[src/sv/mtqg_pkg.sv]
// Shared types and constants of the mosaic tile quad generator.
// Used by every module of the block; no dependencies.
`default_nettype none

package mtqg_pkg;

    // Default sizes, handed to the top level parameters
    localparam int unsigned TABLE_DEPTH_DEF = 2048;
    localparam int unsigned MAX_COLUMNS_DEF = 40;
    localparam int unsigned MAX_ROWS_DEF    = 30;

    // Field widths
    localparam int unsigned COL_W     = 6;
    localparam int unsigned ROW_W     = 5;
    localparam int unsigned SV_W      = 16;
    localparam int unsigned GRID_W    = 7;   // clamped grid size, up to 63
    localparam int unsigned IDX_W     = 12;  // column + row * grid
    localparam int unsigned INV_W     = 17;  // Q0.16 reciprocal, 1.0 included
    localparam int unsigned HALF_W    = 20;  // half cell size, Q.8
    localparam int unsigned XY_W      = 21;
    localparam int unsigned UV_W      = 17;
    localparam int unsigned ALPHA_W   = 8;
    localparam int unsigned CFG_IDX_W = 3;
    localparam int unsigned CFG_DW    = 16;

    // Register indexes of the configuration port
    localparam logic [CFG_IDX_W-1:0] CFG_MODE          = 3'd0;
    localparam logic [CFG_IDX_W-1:0] CFG_INTENSITY     = 3'd1;
    localparam logic [CFG_IDX_W-1:0] CFG_ALPHA_EN      = 3'd2;
    localparam logic [CFG_IDX_W-1:0] CFG_GRID_WIDTH    = 3'd3;
    localparam logic [CFG_IDX_W-1:0] CFG_GRID_HEIGHT   = 3'd4;
    localparam logic [CFG_IDX_W-1:0] CFG_SCREEN_WIDTH  = 3'd5;
    localparam logic [CFG_IDX_W-1:0] CFG_SCREEN_HEIGHT = 3'd6;

    // Command codes
    localparam logic CMD_LOAD = 1'b0;
    localparam logic CMD_TILE = 1'b1;

    // Shrink modes (mode three behaves as both axes)
    localparam logic [1:0] MODE_BOTH   = 2'd0;
    localparam logic [1:0] MODE_WIDTH  = 2'd1;
    localparam logic [1:0] MODE_HEIGHT = 2'd2;

    // Fixed point constants
    localparam int unsigned FRAC_ONE   = 65536;
    localparam int unsigned ROUND_HALF = 32768;
    localparam int unsigned POS_SCALE  = 45875;   // 0.7 in Q0.16
    localparam int unsigned WINDOW     = 19661;   // 0.3 in Q0.16
    localparam int unsigned WIN_RECIP  = 218451;  // floor(2^32 / WINDOW)
    localparam int unsigned HALF_PIXEL = 128;
    localparam int unsigned RECIP_N    = 64;      // reciprocal ROM entries

    // Settings derived from the configuration registers
    typedef struct packed {
        logic [1:0]        mode;
        logic [15:0]       intensity;
        logic              alpha_en;
        logic [GRID_W-1:0] grid_cols;
        logic [INV_W-1:0]  inv_w;
        logic [INV_W-1:0]  inv_h;
        logic [HALF_W-1:0] half_w;
        logic [HALF_W-1:0] half_h;
    } t_cfg;

    // Corners of one finished quad
    typedef struct packed {
        logic signed [XY_W-1:0] x0;
        logic signed [XY_W-1:0] x1;
        logic signed [XY_W-1:0] y0;
        logic signed [XY_W-1:0] y1;
        logic [UV_W-1:0]        u0;
        logic [UV_W-1:0]        u1;
        logic [UV_W-1:0]        v0;
        logic [UV_W-1:0]        v1;
        logic [ALPHA_W-1:0]     alpha;
    } t_quad;

endpackage

`default_nettype wire

[src/sv/mtqg_emit.sv]
// Vertex sequencer: holds one quad and sends its six vertices in order.
// Depends on mtqg_pkg.
`default_nettype none

module mtqg_emit (
    input  wire                                  i_clk,
    input  wire                                  i_rst_n,
    input  wire                                  i_valid,
    input  mtqg_pkg::t_quad                      i_quad,
    output logic                                 o_take,
    output logic                                 o_valid,
    input  wire                                  i_stall,
    output logic signed [mtqg_pkg::XY_W-1:0]     o_vertex_x,
    output logic signed [mtqg_pkg::XY_W-1:0]     o_vertex_y,
    output logic [mtqg_pkg::UV_W-1:0]            o_tex_u,
    output logic [mtqg_pkg::UV_W-1:0]            o_tex_v,
    output logic [mtqg_pkg::ALPHA_W-1:0]         o_alpha,
    output logic                                 o_last_vertex
);

    localparam logic [2:0] LAST_VTX = 3'd5;

    logic            r_busy;
    logic [2:0]      r_cnt;
    mtqg_pkg::t_quad r_quad;

    logic w_last;
    logic w_pop;
    logic w_sel_x;
    logic w_sel_y;

    assign w_last = (r_cnt == LAST_VTX);
    assign w_pop  = r_busy && !i_stall;
    assign o_take = !r_busy || (w_pop && w_last);

    // Vertex counter
    always_ff @(posedge i_clk) begin
        if (!i_rst_n) begin
            r_busy <= 1'b0;
            r_cnt  <= 3'd0;
        end else if (i_valid && o_take) begin
            r_busy <= 1'b1;
            r_cnt  <= 3'd0;
        end else if (w_pop) begin
            r_busy <= !w_last;
            r_cnt  <= r_cnt + 3'd1;
        end
    end

    always_ff @(posedge i_clk) begin
        if (i_valid && o_take) begin
            r_quad <= i_quad;
        end
    end

    // Corner select: triangles (0,0)(1,0)(1,1) and (0,0)(1,1)(0,1)
    assign w_sel_x = (r_cnt == 3'd1) || (r_cnt == 3'd2) || (r_cnt == 3'd4);
    assign w_sel_y = (r_cnt == 3'd2) || (r_cnt == 3'd4) || (r_cnt == 3'd5);

    assign o_valid       = r_busy;
    assign o_vertex_x    = w_sel_x ? r_quad.x1 : r_quad.x0;
    assign o_vertex_y    = w_sel_y ? r_quad.y1 : r_quad.y0;
    assign o_tex_u       = w_sel_x ? r_quad.u1 : r_quad.u0;
    assign o_tex_v       = w_sel_y ? r_quad.v1 : r_quad.v0;
    assign o_alpha       = r_quad.alpha;
    assign o_last_vertex = w_last;

endmodule

`default_nettype wire

[config.mk]
export PLATFORM = sky130hd
export DESIGN_NAME = mtqg_emit
export DESIGN_NICKNAME = d
export VERILOG_FILES = /design/src/sv/mtqg_pkg.sv /design/src/sv/mtqg_emit.sv
export SDC_FILE = /design/constraint.sdc
export NUM_CORES = 1
export LEC_CHECK = 0
export BUFFER_PORTS_ARGS = -buffer_cell sky130_fd_sc_hd__buf_2
export CAP_MARGIN = 20
export CORE_UTILIZATION = 48
export DETAILED_ROUTE_END_ITERATION = 7
export PLACE_DENSITY = 0.86
export SLEW_MARGIN = 20
export SYNTH_ARGS = -nofsm -noshare
export SYNTH_HDL_FRONTEND = slang
export SYNTH_SLANG_ARGS = --single-unit
[constraint.sdc]
create_clock -name i_clk -period 6.32 [get_ports i_clk]
set_clock_uncertainty 0.2 [all_clocks]
set_input_delay 0.632 -clock i_clk [delete_from_list [all_inputs] [get_ports i_clk]]
set_output_delay 0.632 -clock i_clk [all_outputs]
set_load 0.1 [all_outputs]
==> results.md <==
| Item | This run |
|:---|:---|
| Run status | finished, final reports clean |
| Dominant register cell in the synthesized netlist | sky130_fd_sc_hd__edfxtp_1 |
| Part of the total power dissipated in sequential elements | 46.8% |
| Post-CTS setup-driven buffer insertion count | 0 |
| Final routed wirelength across all metal layers | 11.77 mm |
| Crit Reg-Reg Endpoint | r_quad[88] |
| Internal power | 1.978 mW |
| Min Tclk post-route | 3.745 ns |
| Routed wire length per instance | 16.31 um |
| Post-synth top cells | sky130_fd_sc_hd__edfxtp_1 (160), sky130_fd_sc_hd__mux2_2 (54), sky130_fd_sc_hd__mux2_1 (22) |
| Number of DRC markers after the initial detailed-route iteration | 216 |
| Number of unique standard cell types used by synthesis | 22 |
| Post-placement worst setup slack | 2.973 ns |
| Hold_buf cts | 0 |
| Die extent in y | 114.5 um |
| Portion of the post-synthesis area used by sequential elements | 80.48% |
| Slew at the pin with the worst max-slew slack | 0.9075 ns |
| First-pass GRT wire length | 17.31 mm |
| CTS root buf | sky130_fd_sc_hd__clkbuf_16 |
| Half-perimeter wire length after placement | 8.405 mm |
| Mean instance size in the synthesized netlist | 21.45 sq um |
| Maximum fanout along the worst path | 27 |
| Worst setup path class | reg -> out |
| Number of hold violations in the final report | 0 |
| Area enclosed by the die boundary | 13100 sq um |
| Crit-path slowest cell | sky130_fd_sc_hd__o31ai_4 |
| Worst hold-check slack | 0.1910 ns |
| Top routing layer in use | met4 |
| Number of optimization iterations in the first detailed-route pass | 4 |
| Final routed DRC violation total | 0 |
| Sequence of cells on the critical path | inv_1 > ha_1 > o31ai_4 > buf_4 > mux2_2 > buf_2 |
| Share of post-route cells with drive strength above 1 | 61.84% |
| Cells on worst reg2reg path | 6 |
| Site Rows | 40 |
| Worst setup path startpoint | r_cnt[0] |
| Residual overflow from global routing | 0 |
| Critical path required time | 5.49 ns |
| Crit-path max cell delay | 0.56 ns |
| CORE AREA | 12160 sq um |
| Routability Congestion | 0.7102 |
| Number of synthesized register bits | 164 |
| Syn-to-layout area delta | 32.67% |
| Clk_lat worst skew | 0.41 ns |
| Register-to-register setup slack | 3.39 ns |
| Total count of max-transition violations in the final report | 0 |
| Clock sinks | 164 |
| Critical register-to-register path startpoint | r_cnt[1] |
| Power Dens Cells | 339.6 nW/um^2 |
| # nets final | 708 |
| Synthesized netlist net count | 451 |
| Data arrival at the endpoint of the critical path | 2.91 ns |
| Setup total negative slack | 0 ns |
| Number of buffers created by CTS | 17 |
| Maximum number of buffers from clock root to sink | 2 |
| Number of enable-type register cells in the synthesized netlist | 160 |
| Initial cell density of the core | 49.91% |
| IR drop worst, VDD | 0.0002560 V |
| Post-detailed-route via-to-cell ratio | 4.737 |
| PnR Total Power | 2.735 mW |
| Critical Path Sink Type | output pin |
| Final antenna-violating net count | 0 |
| Metal2 WL | 6.098 mm |
| Proportion of netlist area held by the largest area contributor | 79.16% |
| Final Setup Violations | 0 |
| Initial antenna violation count | 1 |
| Maximum clock rate | 267.0 MHz |
| Share of power burned in the clock network | 37.8% |
| Combinational share of power | 15.3% |
| Clock-pin slew of the registers on the worst-case setup and hold paths | 0.06 ns |
| Detailed route wirelength on metal3 | 919 um |
| Count of max-cap constraint violations | 0 |
| Cell types with the largest area share after synthesis | sky130_fd_sc_hd__edfxtp_1 (79%), sky130_fd_sc_hd__mux2_2 (10%), sky130_fd_sc_hd__mux2_1 (4.1%) |
| Period utilisation layout | 59.26% |
| Worst slew margin relative to its limit | 39.50% |
| Crit start category | register |
| Share of flip-flops with an asynchronous set or reset after synthesis | 0% |
| Path category of the worst min-delay check | in -> reg |
| Via count of the first global-routing pass | 3426 |
| Met1 Routed Length | 4.559 mm |
| Count of boundary I/O pins | 251 |
| CTS H-tree lvls | 4 |
| Cell taking the most area after synthesis | sky130_fd_sc_hd__edfxtp_1 |
| Fraction of power spent switching nets | 27.69% |
| Number of gates resized after cts | 0 |
| Worst setup slack after layout | 2.575 ns |
| Buffers added on ports | 250 |
| Overall fraction of global-route tracks in use | 18.23% |
| TritonCTS clock tree | built |
| Leading cell type by number of instances after synthesis | sky130_fd_sc_hd__edfxtp_1 |
| Area of the mapped netlist | 6070 sq um |
| Maximum number of pins on one net before global-route repair | 73 |
| Number of vias in the routed layout | 3420 |
| RSZ-0062 raised after global routing | no |
| Critical path destination | o_vertex_x[20] |
| Die boundary width | 114.5 um |
| FILL cells | 834 |
| Switching power | 757.3 uW |
| Total leakage power | 3.267 nW |
| Synthesized instance count | 283 |
| Number of warnings issued by yosys | 0 |
-- sequential cells by signal, summed over array words and instances (netlist names) --
register	count
o_alpha	8
o_valid	1
r_cnt	3
r_quad	152
-- placed cells by master, fill, tap and decap left out, drive strengths merged, types with 2 or more instances in the layout --
master / netlist / routed
nand2b: 5 / 5
clkinv: 0 / 4
bufinv: 0 / 3
clkinvlp: 0 / 3
dfxtp: 4 / 4
nor2: 2 / 2
edfxtp: 160 / 160
mux2: 76 / 76
clkbuf: 0 / 18
ha: 4 / 4
buf: 16 / 254
nand2: 2 / 2
inv: 4 / 8
-- worst max-delay path, delay by kind of cell (launching register included) --
kind / cells / cell delay, ns
DFF: 1 / 0.38
AOI/OAI and AO/OA: 1 / 0.56
buffers and inverters: 3 / 0.86
adders and majority gates: 1 / 0.28
muxes: 1 / 0.39
-- metal layers --
metal / global-route usage (%) / vias to the layer above
met1: 20.64 / 1627
met3: 5.823 / 15
met2: 31.60 / 163
li1: - / 1615
met5: 0 / -
met4: 8.139 / 0
-- cells by family after synthesis --
kind of cell	count (synthesis)	share of synthesized area, %
flip-flops	164	80.48
multiplexers	77	14.27
buffers and inverters	20	2.453
AND/OR/NAND/NOR	11	0.9897
AO/OA/AOI/OAI	6	0.8450
adder cells (fa/ha/maj)	4	0.8246
XOR/XNOR	1	0.1443
-- layout make-up --
class / count / area (sq um) / area share [%]
flip-flops and latches: 164 / 4885 / 60.66
repair buffers: 254 / 1281 / 15.91
well taps: 168 / 210.2 / 2.610
inverters: 4 / 15.01 / 0.1865
clock buffers: 18 / 429.2 / 5.329
diodes: 1 / 2.502 / 0.03108
multi-input cells: 99 / 1055 / 13.10
clock inverters: 14 / 175.2 / 2.175
-- power by group through the flow --
stage,Combinational (mW),Sequential [mW],Clock [mW]
after floorplan,0.328,1.30,0
after global placement,0.413,1.30,0
after detailed placement,0.421,1.30,0
after CTS,0.422,1.28,1.06
after global routing,0.434,1.29,1.10
final,0.419,1.28,1.04
-- per-stage QoR --
stage          instance area (sq um)  instances  utilization, %
6_report                        8053        722           66.21
5_1_grt                         8053        722           66.21
4_1_cts                         8050        721           66.19
3_5_place_dp                    7446        689           61.22
3_3_place_gp                    7446        689           61.22
2_1_floorplan                   6071        283               -
-- worst min-delay path by stage --
stage / start / slack, ns / depth (start not counted) / endpoint
5_1_grt: i_quad[39] / 0.17 / 1 / r_quad[39]
4_1_cts: i_quad[85] / 0.17 / 1 / r_quad[85]
3_5_place_dp: r_cnt[0] / 0.31 / 2 / r_cnt[0]
3_3_place_gp: r_cnt[0] / 0.27 / 2 / r_cnt[0]
6_report: i_quad[14] / 0.19 / 1 / r_quad[14]
2_1_floorplan: r_cnt[0] / 0.27 / 2 / r_cnt[0]
Note: power is estimated with default switching activity, not from simulation.
