==> src/sv/mtqg_pkg.sv <==
// Shared types and constants of the mosaic tile quad generator.
// Used by every module of the block; no dependencies.
`default_nettype none

package mtqg_pkg;

    // Default sizes, handed to the top level parameters
    localparam int unsigned TABLE_DEPTH_DEF = 2048;
    localparam int unsigned MAX_COLUMNS_DEF = 40;
    localparam int unsigned MAX_ROWS_DEF    = 30;

    // Field widths
    localparam int unsigned COL_W     = 6;
    localparam int unsigned ROW_W     = 5;
    localparam int unsigned SV_W      = 16;
    localparam int unsigned GRID_W    = 7;   // clamped grid size, up to 63
    localparam int unsigned IDX_W     = 12;  // column + row * grid
    localparam int unsigned INV_W     = 17;  // Q0.16 reciprocal, 1.0 included
    localparam int unsigned HALF_W    = 20;  // half cell size, Q.8
    localparam int unsigned XY_W      = 21;
    localparam int unsigned UV_W      = 17;
    localparam int unsigned ALPHA_W   = 8;
    localparam int unsigned CFG_IDX_W = 3;
    localparam int unsigned CFG_DW    = 16;

    // Register indexes of the configuration port
    localparam logic [CFG_IDX_W-1:0] CFG_MODE          = 3'd0;
    localparam logic [CFG_IDX_W-1:0] CFG_INTENSITY     = 3'd1;
    localparam logic [CFG_IDX_W-1:0] CFG_ALPHA_EN      = 3'd2;
    localparam logic [CFG_IDX_W-1:0] CFG_GRID_WIDTH    = 3'd3;
    localparam logic [CFG_IDX_W-1:0] CFG_GRID_HEIGHT   = 3'd4;
    localparam logic [CFG_IDX_W-1:0] CFG_SCREEN_WIDTH  = 3'd5;
    localparam logic [CFG_IDX_W-1:0] CFG_SCREEN_HEIGHT = 3'd6;

    // Command codes
    localparam logic CMD_LOAD = 1'b0;
    localparam logic CMD_TILE = 1'b1;

    // Shrink modes (mode three behaves as both axes)
    localparam logic [1:0] MODE_BOTH   = 2'd0;
    localparam logic [1:0] MODE_WIDTH  = 2'd1;
    localparam logic [1:0] MODE_HEIGHT = 2'd2;

    // Fixed point constants
    localparam int unsigned FRAC_ONE   = 65536;
    localparam int unsigned ROUND_HALF = 32768;
    localparam int unsigned POS_SCALE  = 45875;   // 0.7 in Q0.16
    localparam int unsigned WINDOW     = 19661;   // 0.3 in Q0.16
    localparam int unsigned WIN_RECIP  = 218451;  // floor(2^32 / WINDOW)
    localparam int unsigned HALF_PIXEL = 128;
    localparam int unsigned RECIP_N    = 64;      // reciprocal ROM entries

    // Settings derived from the configuration registers
    typedef struct packed {
        logic [1:0]        mode;
        logic [15:0]       intensity;
        logic              alpha_en;
        logic [GRID_W-1:0] grid_cols;
        logic [INV_W-1:0]  inv_w;
        logic [INV_W-1:0]  inv_h;
        logic [HALF_W-1:0] half_w;
        logic [HALF_W-1:0] half_h;
    } t_cfg;

    // Corners of one finished quad
    typedef struct packed {
        logic signed [XY_W-1:0] x0;
        logic signed [XY_W-1:0] x1;
        logic signed [XY_W-1:0] y0;
        logic signed [XY_W-1:0] y1;
        logic [UV_W-1:0]        u0;
        logic [UV_W-1:0]        u1;
        logic [UV_W-1:0]        v0;
        logic [UV_W-1:0]        v1;
        logic [ALPHA_W-1:0]     alpha;
    } t_quad;

endpackage

`default_nettype wire

==> src/sv/mtqg_cfg.sv <==
// Configuration registers, reciprocal ROM and derived cell sizes.
// Depends on mtqg_pkg.
`default_nettype none

module mtqg_cfg #(
    parameter int unsigned MAX_COLUMNS = mtqg_pkg::MAX_COLUMNS_DEF,
    parameter int unsigned MAX_ROWS    = mtqg_pkg::MAX_ROWS_DEF
) (
    input  wire                                i_clk,
    input  wire                                i_rst_n,
    input  wire                                i_cfg_valid,
    output logic                               o_cfg_ready,
    input  wire  [mtqg_pkg::CFG_IDX_W-1:0]     i_cfg_index,
    input  wire  [mtqg_pkg::CFG_DW-1:0]        i_cfg_data,
    output mtqg_pkg::t_cfg                     o_cfg,
    output logic                               o_busy
);

    localparam logic [1:0] SETTLE = 2'd2;

    logic [1:0]  r_mode;
    logic [15:0] r_intensity;
    logic        r_alpha_en;
    logic [5:0]  r_grid_width;
    logic [4:0]  r_grid_height;
    logic [12:0] r_screen_width;
    logic [12:0] r_screen_height;
    logic [1:0]  r_settle;

    logic [mtqg_pkg::GRID_W-1:0] w_cols;
    logic [mtqg_pkg::GRID_W-1:0] w_rows;
    logic [mtqg_pkg::INV_W-1:0]  w_rom [mtqg_pkg::RECIP_N];

    logic [mtqg_pkg::GRID_W-1:0] r_cols;
    logic [mtqg_pkg::INV_W-1:0]  r_inv_w;
    logic [mtqg_pkg::INV_W-1:0]  r_inv_h;
    logic [mtqg_pkg::HALF_W-1:0] r_half_w;
    logic [mtqg_pkg::HALF_W-1:0] r_half_h;
    logic [29:0]                 n_half_w;
    logic [29:0]                 n_half_h;

    assign o_cfg_ready = 1'b1;

    // Register file
    always_ff @(posedge i_clk) begin
        if (!i_rst_n) begin
            r_mode          <= mtqg_pkg::MODE_BOTH;
            r_intensity     <= 16'd0;
            r_alpha_en      <= 1'b0;
            r_grid_width    <= 6'd14;
            r_grid_height   <= 5'd10;
            r_screen_width  <= 13'd640;
            r_screen_height <= 13'd480;
        end else if (i_cfg_valid) begin
            unique case (i_cfg_index)
                mtqg_pkg::CFG_MODE:          r_mode          <= i_cfg_data[1:0];
                mtqg_pkg::CFG_INTENSITY:     r_intensity     <= i_cfg_data;
                mtqg_pkg::CFG_ALPHA_EN:      r_alpha_en      <= i_cfg_data[0];
                mtqg_pkg::CFG_GRID_WIDTH:    r_grid_width    <= i_cfg_data[5:0];
                mtqg_pkg::CFG_GRID_HEIGHT:   r_grid_height   <= i_cfg_data[4:0];
                mtqg_pkg::CFG_SCREEN_WIDTH:  r_screen_width  <= i_cfg_data[12:0];
                mtqg_pkg::CFG_SCREEN_HEIGHT: r_screen_height <= i_cfg_data[12:0];
                default: ;
            endcase
        end
    end

    // Settle counter: busy after any write while derived values pass the reciprocal and half size registers
    always_ff @(posedge i_clk) begin
        if (!i_rst_n) begin
            r_settle <= SETTLE;
        end else if (i_cfg_valid) begin
            r_settle <= SETTLE;
        end else if (r_settle != 2'd0) begin
            r_settle <= r_settle - 2'd1;
        end
    end

    assign o_busy = (r_settle != 2'd0);

    // Reciprocal ROM: entry n holds round(1/(n+1)) in Q0.16
    for (genvar n = 0; n < mtqg_pkg::RECIP_N; n++) begin : g_rom
        localparam int unsigned Inv = (mtqg_pkg::FRAC_ONE + (n + 1) / 2) / (n + 1);
        assign w_rom[n] = mtqg_pkg::INV_W'(Inv);
    end

    // Grid clamp to 1..MAX
    always_comb begin
        if (r_grid_width == 6'd0) begin
            w_cols = 7'd1;
        end else if (7'(r_grid_width) > 7'(MAX_COLUMNS)) begin
            w_cols = 7'(MAX_COLUMNS);
        end else begin
            w_cols = 7'(r_grid_width);
        end
        if (r_grid_height == 5'd0) begin
            w_rows = 7'd1;
        end else if (7'(r_grid_height) > 7'(MAX_ROWS)) begin
            w_rows = 7'(MAX_ROWS);
        end else begin
            w_rows = 7'(r_grid_height);
        end
    end

    // Half cell size, Q.8, rounded
    assign n_half_w = (30'(r_screen_width) * 30'(r_inv_w) + 30'd256) >> 9;
    assign n_half_h = (30'(r_screen_height) * 30'(r_inv_h) + 30'd256) >> 9;

    always_ff @(posedge i_clk) begin
        r_cols   <= w_cols;
        r_inv_w  <= w_rom[6'(w_cols - 7'd1)];
        r_inv_h  <= w_rom[6'(w_rows - 7'd1)];
        r_half_w <= n_half_w[mtqg_pkg::HALF_W-1:0];
        r_half_h <= n_half_h[mtqg_pkg::HALF_W-1:0];
    end

    always_comb begin
        o_cfg.mode      = r_mode;
        o_cfg.intensity = r_intensity;
        o_cfg.alpha_en  = r_alpha_en;
        o_cfg.grid_cols = r_cols;
        o_cfg.inv_w     = r_inv_w;
        o_cfg.inv_h     = r_inv_h;
        o_cfg.half_w    = r_half_w;
        o_cfg.half_h    = r_half_h;
    end

endmodule

`default_nettype wire

==> config.mk <==
export PLATFORM = sky130hd
export DESIGN_NAME = mtqg_cfg
export DESIGN_NICKNAME = d
export VERILOG_FILES = /design/src/sv/mtqg_pkg.sv /design/src/sv/mtqg_cfg.sv
export SDC_FILE = /design/constraint.sdc
export NUM_CORES = 1
export LEC_CHECK = 0
export BUFFER_PORTS_ARGS = -buffer_cell sky130_fd_sc_hd__buf_2
export CORE_UTILIZATION = 50
export CTS_CLUSTER_SIZE = 24
export DETAILED_ROUTE_END_ITERATION = 12
export GPL_TIMING_DRIVEN = 0
export HOLD_SLACK_MARGIN = 0.1
export PLACE_DENSITY = 0.77
export SYNTH_ARGS = -nofsm -noshare
export SYNTH_HDL_FRONTEND = slang
export SYNTH_SLANG_ARGS = --single-unit
==> constraint.sdc <==
create_clock -name i_clk -period 12.9 [get_ports i_clk]
set_clock_uncertainty 0.15 [all_clocks]
set_input_delay 0.645 -clock i_clk [delete_from_list [all_inputs] [get_ports i_clk]]
set_output_delay 0.645 -clock i_clk [all_outputs]
set_load 0.01 [all_outputs]
==> reports/qor.yml <==
wl_um: 50700
clk_pin_slew_ps: 70
holdBufCountCts: 0
arrival_ps: 6930
crit_path_end_kind: "register"
syn_avg_cell_area_um2: 8.91
crit_type: "reg -> reg"
drt_pass1_iterations: 6
grt_pass1_wl_um: 81800
crit_start: "r_inv_h[4]"
min_path_type: "in -> reg"
syn_area_um2: 19600
hold_viol_final: 0
cp_max_fo: 10
finalCritPeriodShare_pct: 51.8
clock_latency_ps: 470
slowest_stage: "nor4_2"
io_pins: 124
critical_path.top_delay_family: "adder cells"
synth_area_leaders: "fa_1 (34%), dfxtp_1 (14%), ha_1 (13%), nand2_1 (7.3%), and2_1 (6.7%)"
final_common_cell: "nand2_1"
ys_seq_elements: 138
drtIter0Drc: 1217
cap_violations: 0
fin_tns_setup_ps: 0
gp_congestion: 0.953
grt.overflow.total: 0
synth_cell_types: 71
rsz0062_at_grt: "no"
post_cts_resized: 0
yosysTopAreaCellShare_pct: 33.7
critPathMaxStageDelay_ps: 590
root_buffer: "clkbuf_16"
antenna_left: 0
fmax_mhz: 150
worst_hold_startpoint: "i_cfg_data[14]"
max_slew_margin_pct: 43.3
chipHeight_um: 200
async_reset_ff_share_pct: 0
syn_nets: 2753
grt_max_degree: 17
synth-main-ff-cell: "dfxtp_1"
start_kind: "register"
irDropWorstVdd_v: 0.000140
synth_edf_count: 0
crit_top_cell: "fa_1"
avgViaCountPerCell: 5.46
initial_core_util_pct: 50.6
fin_nets: 2892
fp-row-count: 72
syn-instance-count: 2195
synth_seq_area_share_pct: 14.1
h-tree-depth: 4
post_drt_wl_per_cell_um: 17.7
antenna_found_initial: 1
grt_pass1_vias: 16000
min_period_ps: 6690
cp_cell_sequence: "clkbuf_1, and2_1, fa_1, inv_1, fa_1, inv_1, fa_1, inv_1, fa_1, inv_1, fa_1, fa_1, ha_1, nand3_1, nor4_2, o21ai_0, a21oi_1, o2111ai_1, a21boi_0, xor2_1"
status: "complete, no violations"
clockBufferDepth: 2
cts_tree: "done"
layout_common_cells: "nand2_1 (379), inv_1 (342), fa_1 (329)"
worst-path-buf-inv: 5
grt_usage_pct: 26.6
portBuffers: 120
powerDensity_nw_per_um2: 111
dp_hpwl_um: 40900
worst-r2r-setup-slack_ps: 6210
crit_required_ps: 13150
coreArea_um2: 38600
cts_sinks: 138
via_count: 15700
drc: 0
drive_gt1_share_pct: 7.63
area_delta_synth_final_pct: 9.28
fp.dieArea_um2: 39900
finalMaxSlewViolations: 0
worstMarginPinSlew_ps: 844
synth_area_leader_cell: "fa_1"
cts_inserted_buffers: 17
post_cts_buffers: 0
setup_viol: 0
r2r-start: "r_inv_h[4]"
chipWidth_um: 200
finalHoldWorstSlack_ps: 280
ys_warn_count: 0
leakage_uw: 0.0107
flip-flops by register name (all words and copies together), names as in the netlist:
register / cells
r_cols: 6
r_screen_width: 13
r_mode: 2
r_inv_w: 17
r_grid_height: 5
r_intensity: 16
r_half_h: 20
r_settle: 2
r_half_w: 20
r_inv_h: 17
r_grid_width: 6
r_alpha_en: 1
r_screen_height: 13
worst register-to-register path, cell delays in order, from the launching register on:
cell       delay [ps]
dfxtp_1           370
clkbuf_1          300
and2_1            270
fa_1              470
inv_1              50
fa_1              470
inv_1              50
fa_1              500
inv_1              50
fa_1              520
inv_1              50
fa_1              490
fa_1              420
ha_1              310
nand3_1            90
nor4_2            590
o21ai_0           240
a21oi_1           540
o2111ai_1         260
a21boi_0          270
xor2_1            160
kinds of logic after synthesis:
kind of cell / Yosys count / share of synthesized area, %
other: 2 / 0.0384
buffers and inverters: 458 / 8.89
DFF: 138 / 14.1
AOI/OAI and AO/OA: 245 / 8.55
xor gates and xnor gates: 46 / 2.06
muxes: 23 / 1.32
adders and majority gates: 536 / 46.9
and+or+nand+nor: 747 / 18.1
where the power goes:
| group | leakage (uW) | internal, uW | total [uW] | switching, uW |
|---|---|---|---|---|
| combinational | 0.00927 | 585 | 1350 | 767 |
| sequential | 0.00113 | 501 | 536 | 34.8 |
| clock | 0.000279 | 259 | 496 | 237 |
through the flow:
step                cells  power, uW  instance area (um2)  worst slack (ps)  util (%)
detailed placement   2833       1890                20800              6230      53.8
floorplan            2195       1530                19600              7100         -
CTS                  2865       2400                21400              6200      55.3
global route         2865       2610                21400              5920      55.3
finish               2866       2380                21400              6210      55.3
global placement     2833       1840                20800              6320      53.8
worst paths after layout:
kind,to,cells after the start
setup / recovery,r_half_h[18],20
hold / removal,r_intensity[14],3
setup reg to reg,r_half_h[18],20
hold reg to reg,r_intensity[7],2
Yosys cell counts, drive strengths merged (14+ instances only):
| library cell | count |
|---|---|
| a211oi | 14 |
| xor2 | 16 |
| mux2i | 18 |
| nor2b | 18 |
| a21boi | 39 |
| inv | 343 |
| and2 | 210 |
| a21oi | 47 |
| nor3 | 22 |
| ha | 207 |
| xnor2 | 30 |
| o211ai | 14 |
| fa | 329 |
| dfxtp | 138 |
| nand3 | 29 |
| o21ai | 45 |
| clkbuf | 102 |
| a21o | 14 |
| nor2 | 56 |
| nand2 | 379 |
layer usage:
layer	GRT usage [%]	part of all wire, %
met1	35.2	42
met2	42.5	46
met3	5.49	7.9
met4	11.2	3.6
met5	0	0
final cells by class:
| cell class | instances | area (um2) |
|---|---|---|
| sequential | 138 | 2760 |
| clock inverter | 14 | 125 |
| fill | 3421 | 17300 |
| inverter | 344 | 1290 |
| multi-input combinational | 1599 | 15100 |
| clock buffer | 18 | 439 |
| tap | 518 | 648 |
| antenna | 1 | 2.50 |
| buffer | 114 | 448 |
| timing repair buffer | 120 | 601 |
Power figures use the tool's default switching activity.
