[config.mk]
export PLATFORM = sky130hd
export DESIGN_NAME = mtqg_geom
export DESIGN_NICKNAME = d
export VERILOG_FILES = /design/src/sv/mtqg_pkg.sv /design/src/sv/mtqg_geom.sv
export SDC_FILE = /design/constraint.sdc
export NUM_CORES = 2
export LEC_CHECK = 0
export BUFFER_PORTS_ARGS = -buffer_cell sky130_fd_sc_hd__buf_2
export CORE_ASPECT_RATIO = 2
export CORE_MARGIN = 3
export CORE_UTILIZATION = 59
export CTS_CLUSTER_DIAMETER = 40
export CTS_CLUSTER_SIZE = 8
export DETAILED_ROUTE_END_ITERATION = 7
export PLACE_DENSITY = 0.79
export SYNTH_ARGS = -nofsm -noshare
export SYNTH_HDL_FRONTEND = slang
export SYNTH_SLANG_ARGS = --single-unit
[constraint.sdc]
create_clock -name i_clk -period 8.3 [get_ports i_clk]
set_input_delay 1.245 -clock i_clk [delete_from_list [all_inputs] [get_ports i_clk]]
set_output_delay 1.245 -clock i_clk [all_outputs]
set_load 0.005 [all_outputs]
[src/sv/mtqg_pkg.sv]
// Shared types and constants of the mosaic tile quad generator.
// Used by every module of the block; no dependencies.
`default_nettype none

package mtqg_pkg;

    // Default sizes, handed to the top level parameters
    localparam int unsigned TABLE_DEPTH_DEF = 2048;
    localparam int unsigned MAX_COLUMNS_DEF = 40;
    localparam int unsigned MAX_ROWS_DEF    = 30;

    // Field widths
    localparam int unsigned COL_W     = 6;
    localparam int unsigned ROW_W     = 5;
    localparam int unsigned SV_W      = 16;
    localparam int unsigned GRID_W    = 7;   // clamped grid size, up to 63
    localparam int unsigned IDX_W     = 12;  // column + row * grid
    localparam int unsigned INV_W     = 17;  // Q0.16 reciprocal, 1.0 included
    localparam int unsigned HALF_W    = 20;  // half cell size, Q.8
    localparam int unsigned XY_W      = 21;
    localparam int unsigned UV_W      = 17;
    localparam int unsigned ALPHA_W   = 8;
    localparam int unsigned CFG_IDX_W = 3;
    localparam int unsigned CFG_DW    = 16;

    // Register indexes of the configuration port
    localparam logic [CFG_IDX_W-1:0] CFG_MODE          = 3'd0;
    localparam logic [CFG_IDX_W-1:0] CFG_INTENSITY     = 3'd1;
    localparam logic [CFG_IDX_W-1:0] CFG_ALPHA_EN      = 3'd2;
    localparam logic [CFG_IDX_W-1:0] CFG_GRID_WIDTH    = 3'd3;
    localparam logic [CFG_IDX_W-1:0] CFG_GRID_HEIGHT   = 3'd4;
    localparam logic [CFG_IDX_W-1:0] CFG_SCREEN_WIDTH  = 3'd5;
    localparam logic [CFG_IDX_W-1:0] CFG_SCREEN_HEIGHT = 3'd6;

    // Command codes
    localparam logic CMD_LOAD = 1'b0;
    localparam logic CMD_TILE = 1'b1;

    // Shrink modes (mode three behaves as both axes)
    localparam logic [1:0] MODE_BOTH   = 2'd0;
    localparam logic [1:0] MODE_WIDTH  = 2'd1;
    localparam logic [1:0] MODE_HEIGHT = 2'd2;

    // Fixed point constants
    localparam int unsigned FRAC_ONE   = 65536;
    localparam int unsigned ROUND_HALF = 32768;
    localparam int unsigned POS_SCALE  = 45875;   // 0.7 in Q0.16
    localparam int unsigned WINDOW     = 19661;   // 0.3 in Q0.16
    localparam int unsigned WIN_RECIP  = 218451;  // floor(2^32 / WINDOW)
    localparam int unsigned HALF_PIXEL = 128;
    localparam int unsigned RECIP_N    = 64;      // reciprocal ROM entries

    // Settings derived from the configuration registers
    typedef struct packed {
        logic [1:0]        mode;
        logic [15:0]       intensity;
        logic              alpha_en;
        logic [GRID_W-1:0] grid_cols;
        logic [INV_W-1:0]  inv_w;
        logic [INV_W-1:0]  inv_h;
        logic [HALF_W-1:0] half_w;
        logic [HALF_W-1:0] half_h;
    } t_cfg;

    // Corners of one finished quad
    typedef struct packed {
        logic signed [XY_W-1:0] x0;
        logic signed [XY_W-1:0] x1;
        logic signed [XY_W-1:0] y0;
        logic signed [XY_W-1:0] y1;
        logic [UV_W-1:0]        u0;
        logic [UV_W-1:0]        u1;
        logic [UV_W-1:0]        v0;
        logic [UV_W-1:0]        v1;
        logic [ALPHA_W-1:0]     alpha;
    } t_quad;

endpackage

`default_nettype wire

[src/sv/mtqg_geom.sv]
// Quad geometry pipeline: shrink factor, centre, corners, texture coords.
// Six register stages, all held by one enable. Depends on mtqg_pkg.
`default_nettype none

module mtqg_geom (
    input  wire                           i_clk,
    input  wire                           i_rst_n,
    input  wire                           i_en,
    input  wire                           i_valid,
    input  wire  [mtqg_pkg::COL_W-1:0]    i_column,
    input  wire  [mtqg_pkg::ROW_W-1:0]    i_row,
    input  wire                           i_in_range,
    input  wire  [mtqg_pkg::SV_W-1:0]     i_rdata,
    input  mtqg_pkg::t_cfg                i_cfg,
    output logic                          o_valid,
    output mtqg_pkg::t_quad               o_quad
);

    // Saturate Q.8 coordinate to the output range
    function automatic logic signed [mtqg_pkg::XY_W-1:0] sat_xy(input logic signed [28:0] v);
        logic signed [mtqg_pkg::XY_W-1:0] res;
        if (v > 29'sd1048575) begin
            res = 21'sd1048575;
        end else if (v < -29'sd1048576) begin
            res = -21'sd1048576;
        end else begin
            res = v[mtqg_pkg::XY_W-1:0];
        end
        return res;
    endfunction

    // Saturate texture coordinate to 1.0
    function automatic logic [mtqg_pkg::UV_W-1:0] sat_uv(input logic [23:0] v);
        logic [mtqg_pkg::UV_W-1:0] res;
        if (v > 24'(mtqg_pkg::FRAC_ONE)) begin
            res = mtqg_pkg::UV_W'(mtqg_pkg::FRAC_ONE);
        end else begin
            res = v[mtqg_pkg::UV_W-1:0];
        end
        return res;
    endfunction

    // Stage 1: tile position, RAM read in flight
    logic                       r_v1;
    logic [mtqg_pkg::COL_W-1:0] r_col1;
    logic [mtqg_pkg::ROW_W-1:0] r_row1;
    logic                       r_inr1;

    // Stage 2: start * 0.7, cell centre
    logic                       r_v2;
    logic [mtqg_pkg::COL_W-1:0] r_col2;
    logic [mtqg_pkg::ROW_W-1:0] r_row2;
    logic [15:0]                r_ini2;
    logic [26:0]                r_cx2;
    logic [26:0]                r_cy2;

    // Stage 3: window test, quotient estimate, texture coords
    logic                       r_v3;
    logic [26:0]                r_cx3;
    logic [26:0]                r_cy3;
    logic [mtqg_pkg::UV_W-1:0]  r_u0_3, r_u1_3, r_v0_3, r_v1_3;
    logic                       r_le3;
    logic                       r_gt3;
    logic [14:0]                r_d3;
    logic [16:0]                r_qe3;

    // Stage 4: shrink factor
    logic                       r_v4;
    logic [26:0]                r_cx4;
    logic [26:0]                r_cy4;
    logic [mtqg_pkg::UV_W-1:0]  r_u0_4, r_u1_4, r_v0_4, r_v1_4;
    logic [16:0]                r_size4;

    // Stage 5: half extents and alpha
    logic                        r_v5;
    logic [26:0]                 r_cx5;
    logic [26:0]                 r_cy5;
    logic [mtqg_pkg::UV_W-1:0]   r_u0_5, r_u1_5, r_v0_5, r_v1_5;
    logic [mtqg_pkg::HALF_W-1:0] r_dx5;
    logic [mtqg_pkg::HALF_W-1:0] r_dy5;
    logic [mtqg_pkg::ALPHA_W-1:0] r_alpha5;

    // Stage 6: finished quad
    logic              r_v6;
    mtqg_pkg::t_quad   r_quad6;

    logic [mtqg_pkg::SV_W-1:0] w_start;
    logic [31:0]               w_ini_prod;
    logic [16:0]               w_end;
    logic [16:0]               w_diff;
    logic [32:0]               w_qe_prod;
    logic [31:0]               w_rem;
    logic [16:0]               w_q;
    logic [16:0]               n_size;
    logic [36:0]               w_dx_prod;
    logic [36:0]               w_dy_prod;
    logic [24:0]               w_alpha_prod;
    logic signed [28:0]        w_x0, w_x1, w_y0, w_y1;

    // Valid chain
    always_ff @(posedge i_clk) begin
        if (!i_rst_n) begin
            r_v1 <= 1'b0;
            r_v2 <= 1'b0;
            r_v3 <= 1'b0;
            r_v4 <= 1'b0;
            r_v5 <= 1'b0;
            r_v6 <= 1'b0;
        end else if (i_en) begin
            r_v1 <= i_valid;
            r_v2 <= r_v1;
            r_v3 <= r_v2;
            r_v4 <= r_v3;
            r_v5 <= r_v4;
            r_v6 <= r_v5;
        end
    end

    // Stage 2 logic
    assign w_start    = r_inr1 ? i_rdata : '0;
    assign w_ini_prod = 32'(w_start) * 32'(mtqg_pkg::POS_SCALE) + 32'(mtqg_pkg::ROUND_HALF);

    // Stage 3 logic: window end, distance into window, reciprocal estimate
    assign w_end     = 17'(r_ini2) + 17'(mtqg_pkg::WINDOW);
    assign w_diff    = w_end - 17'(i_cfg.intensity);
    assign w_qe_prod = 33'(w_diff[14:0]) * 33'(mtqg_pkg::WIN_RECIP);

    // Stage 4 logic: estimate is exact or one low
    assign w_rem = {1'b0, r_d3, 16'd0} - 32'(r_qe3) * 32'(mtqg_pkg::WINDOW);
    assign w_q   = r_qe3 + ((w_rem >= 32'(mtqg_pkg::WINDOW)) ? 17'd1 : 17'd0);

    always_comb begin
        priority if (r_le3) begin
            n_size = 17'(mtqg_pkg::FRAC_ONE);
        end else if (r_gt3) begin
            n_size = 17'd0;
        end else begin
            n_size = w_q;
        end
    end

    // Stage 5 logic
    assign w_dx_prod    = 37'(r_size4) * 37'(i_cfg.half_w) + 37'(mtqg_pkg::ROUND_HALF);
    assign w_dy_prod    = 37'(r_size4) * 37'(i_cfg.half_h) + 37'(mtqg_pkg::ROUND_HALF);
    assign w_alpha_prod = {r_size4, 8'd0} - 25'(r_size4);

    // Stage 6 logic: corners less half a pixel
    assign w_x0 = $signed({2'b00, r_cx5}) - $signed({9'd0, r_dx5}) - 29'sd128;
    assign w_x1 = $signed({2'b00, r_cx5}) + $signed({9'd0, r_dx5}) - 29'sd128;
    assign w_y0 = $signed({2'b00, r_cy5}) - $signed({9'd0, r_dy5}) - 29'sd128;
    assign w_y1 = $signed({2'b00, r_cy5}) + $signed({9'd0, r_dy5}) - 29'sd128;

    // Payload stages
    always_ff @(posedge i_clk) begin
        if (i_en) begin
            r_col1 <= i_column;
            r_row1 <= i_row;
            r_inr1 <= i_in_range;

            r_col2 <= r_col1;
            r_row2 <= r_row1;
            r_ini2 <= w_ini_prod[31:16];
            r_cx2  <= 27'({r_col1, 1'b1}) * 27'(i_cfg.half_w);
            r_cy2  <= 27'({r_row1, 1'b1}) * 27'(i_cfg.half_h);

            r_cx3  <= r_cx2;
            r_cy3  <= r_cy2;
            r_u0_3 <= sat_uv(24'(r_col2) * 24'(i_cfg.inv_w));
            r_u1_3 <= sat_uv((24'(r_col2) + 24'd1) * 24'(i_cfg.inv_w));
            r_v0_3 <= sat_uv(24'(r_row2) * 24'(i_cfg.inv_h));
            r_v1_3 <= sat_uv((24'(r_row2) + 24'd1) * 24'(i_cfg.inv_h));
            r_le3  <= (i_cfg.intensity <= r_ini2);
            r_gt3  <= (17'(i_cfg.intensity) > w_end);
            r_d3   <= w_diff[14:0];
            r_qe3  <= w_qe_prod[32:16];

            r_cx4   <= r_cx3;
            r_cy4   <= r_cy3;
            r_u0_4  <= r_u0_3;
            r_u1_4  <= r_u1_3;
            r_v0_4  <= r_v0_3;
            r_v1_4  <= r_v1_3;
            r_size4 <= n_size;

            r_cx5  <= r_cx4;
            r_cy5  <= r_cy4;
            r_u0_5 <= r_u0_4;
            r_u1_5 <= r_u1_4;
            r_v0_5 <= r_v0_4;
            r_v1_5 <= r_v1_4;
            r_dx5  <= (i_cfg.mode == mtqg_pkg::MODE_HEIGHT) ? i_cfg.half_w
                                                            : w_dx_prod[35:16];
            r_dy5  <= (i_cfg.mode == mtqg_pkg::MODE_WIDTH) ? i_cfg.half_h
                                                           : w_dy_prod[35:16];
            r_alpha5 <= i_cfg.alpha_en ? w_alpha_prod[23:16] : 8'hFF;

            r_quad6.x0    <= sat_xy(w_x0);
            r_quad6.x1    <= sat_xy(w_x1);
            r_quad6.y0    <= sat_xy(w_y0);
            r_quad6.y1    <= sat_xy(w_y1);
            r_quad6.u0    <= r_u0_5;
            r_quad6.u1    <= r_u1_5;
            r_quad6.v0    <= r_v0_5;
            r_quad6.v1    <= r_v1_5;
            r_quad6.alpha <= r_alpha5;
        end
    end

    assign o_valid = r_v6;
    assign o_quad  = r_quad6;

endmodule

`default_nettype wire

==> results.md <==
- Status: finished clean
- Syn nets: around 11000
- Fillcell total: 11400
- Area contributors post-synth: fa_1, edfxtp_1, ha_1
- M2 GR Usage: between 50% and 60%
- Clock Tree Root: clkbuf_16
- Worst r2r path cells: 34
- FP Rows: between 150 and 200
- Number of synthesized flops with an enable pin: ~700
- CP Data Required Time: between 8 and 9 ns
- First-pass GRT wire length: around 350 mm
- Gr busiest metal: met2
- Most frequent CP cell: a21oi_2
- Met1 GRT Util: ~29%
- Total wire length: 215 mm
- Fin. Hold Viols: 0
- Initial antenna violation count: 26
- Overall routing resource usage: around 28%
- Final net count: 11500
- Max Cap Viol: 0
- Met3 Usage GRT: between 3 and 4%
- Largest area contributor in the netlist: fa_1
- Final core occ: roughly 65%
- Initial Util: 59.6%
- DRC viols: 0
- Pre-CTS setup slack: -0.700 ns
- DR WL/cell: slightly below 20 um
- RD Place Congestion: about 0.94
- Cell count after placement: about 11000
- Area growth syn-to-layout: 9.46%
- Cell variety after synth: 114
- Worst Hold Class: reg2reg
- Setup violators final: 0
- Worst-Margin Slew: around 1.3 ns
- Die Area: 154000 um2
- Seq/Total Area, Yosys: 24.5%
- Leading cell types in the layout, fill and taps excluded: inv_1, fa_1, ha_1
- Die X: between 200 and 300 um
- Hold Path Stages: 0
- Vias per cell: roughly 5.8
- Core area: ~150000 um2
- Period utilization: 97.3%
- Min Tclk post-route: slightly above 8 ns
- DRT iter0 DRCs: 3658
- Synth Flop Type: edfxtp_1
- WHS: 0.405 ns
- Vias in the first global route: 70000
- Clock latency on the worst-skew pair: 0.70 ns
- CP max-delay cell: fa_2
- CTS tree: built
- Gate Count Post-Synth: just under 9000
- Port Buf Inserts: about 290
- Critical Path Max Stage Delay: 0.58 ns
- H-tree levels: 3
- Setup crit start kind: input pin
- CP Data Arrival Time: 8.51 ns
- Syn. warnings: 0
- Vias after detailed routing: 63700
- Pin count of the biggest net entering global routing: approximately 170
- Clk buf depth: 3
- Clock slew at reported path FFs: 0.05 ns
- Worst Slack Setup Final: 0.227 ns
- CP endpoint kind: flop
- Pre-Repair DR Iteration Count: 6
- Antenna Nets Post-Route: 0
- Grt ovf: 0
- CP Max Fanout: 5
- Final Max Slew Viols: 0
- Final Skew: 0.0242 ns
- Clock Sinks: between 700 and 800
- Most common cell after layout, fill and taps aside: inv_1
- Area share of the leading cell type in the synthesized netlist: between 20% and 30%
- Fin cells: 11100
- Fmax: ~120 MHz
- RSZ-0062 raised after global routing: true
- Detailed Place HPWL: between 150 and 200 mm
- Post-Syn Area: between 80000 and 90000 um2
- Syn_area_per_cell: between 10 and 15 um2
- Die H: ~550 um
- Synthesized flop and latch total: just over 700
- Post-synth ARST share: 0%
- Num CTS Buffers: ~110
- Slew headroom: 16.5%
- I/O pin total: around 290
- Kind of critical path: in2reg
- Share of layout cells above drive strength 1: under 10%
worst paths after layout:
check | start | end | slack [ns]
setup / recovery | i_cfg[82] | r_qe3[16] | 0.23
hold / removal | r_u1_4[13] | r_u1_5[13] | 0.40
setup reg to reg | r_ini2[1] | r_qe3[16] | 0.23
hold reg to reg | r_u1_4[13] | r_u1_5[13] | 0.40
state kept, by name (all words and copies together) (netlist names), 20 cells and up:
register and count:
r_cy3 26, r_cx3 27, r_cx5 27, r_dx5 20
o_quad 160, r_cy5 26, r_cy4 26, r_cx2 27
r_cx4 27, r_dy5 20, r_cy2 26
stage by stage:
step                area (um2)  TNS (ns)
floorplan                88100         0
global placement         92700     -3.61
detailed placement       92700     -4.60
CTS                      95900         0
global route             96300    -0.395
finish                   96400         0
cell usage after synthesis, types with 11 or more instances:
| library cell | instances |
|---|---|
| a211o_1 | 11 |
| a211oi_1 | 38 |
| a21o_1 | 113 |
| a21oi_1 | 242 |
| a311oi_1 | 14 |
| a31o_2 | 15 |
| a31oi_1 | 33 |
| and2_1 | 466 |
| and3_1 | 37 |
| and4_1 | 16 |
| clkbuf_1 | 271 |
| edfxtp_1 | 714 |
| fa_1 | 1192 |
| ha_1 | 1062 |
| inv_1 | 1734 |
| mux2i_1 | 17 |
| nand2_1 | 986 |
| nand2b_1 | 65 |
| nand3_1 | 95 |
| nand4_1 | 43 |
| nor2_1 | 303 |
| nor2b_1 | 80 |
| nor3_1 | 92 |
| nor3b_1 | 17 |
| nor4_1 | 24 |
| o2111ai_1 | 14 |
| o211ai_1 | 26 |
| o21a_1 | 55 |
| o21ai_0 | 168 |
| o21ai_1 | 21 |
| o21ai_2 | 19 |
| o21bai_1 | 42 |
| o22ai_1 | 13 |
| o31a_1 | 11 |
| o31ai_1 | 34 |
| or2_2 | 26 |
| or3_1 | 31 |
| xnor2_1 | 248 |
| xor2_1 | 90 |
layer usage:
layer	vias up	wire length (um)	share of wire (%)
li1	28800	-	-
met1	31800	69900	32
met2	2147	118000	55
met3	923	10900	5.1
met4	24	15800	7.4
met5	-	172	0.080
final cells by class:
type                            count  area [um2]  area share (%)
Multi-Input combinational cell   5967       59100            61.3
Sequential cell                   720       21600            22.4
Inverter                         1739        6530            6.77
Timing Repair Buffer              557        3530            3.67
Clock buffer                      133        2930            3.04
Tap cell                         1909        2390            2.48
Clock inverter                     29         309           0.321
Antenna cell                       11        27.5          0.0286
critical path: cells and delay by family:
family	cells	cell delay, ns
adder cells (fa/ha/maj)	8	3.18
AO/OA/AOI/OAI	17	2.82
XOR/XNOR	3	0.62
AND/OR/NAND/NOR	2	0.38
buffers and inverters	4	0.26
repair_timing:
item	4_1_cts	5_1_grt
endpoints found under the setup margin	2	16
pin swaps	0	35
gates resized for setup	3	41
gates cloned	0	0
hold buffers	0	0
buffers inserted	3	27
logic make-up (layout without fill, tap and decap cells):
kind of cell | count (synthesis) | count (layout) | share of synthesized area [%]
AND/OR/NAND/NOR | 2342 | 2342 | 13.0
adder cells (fa/ha/maj) | 2254 | 2254 | 42.2
buffers and inverters | 2029 | 2458 | 8.71
AO/OA/AOI/OAI | 1008 | 1008 | 7.90
flip-flops | 720 | 720 | 24.5
XOR/XNOR | 341 | 341 | 3.43
multiplexers | 22 | 22 | 0.257
other | 0 | 11 | 0
Power is not shown: default switching activity piles up to over one toggle a cycle in this logic, so the estimate is an artifact.
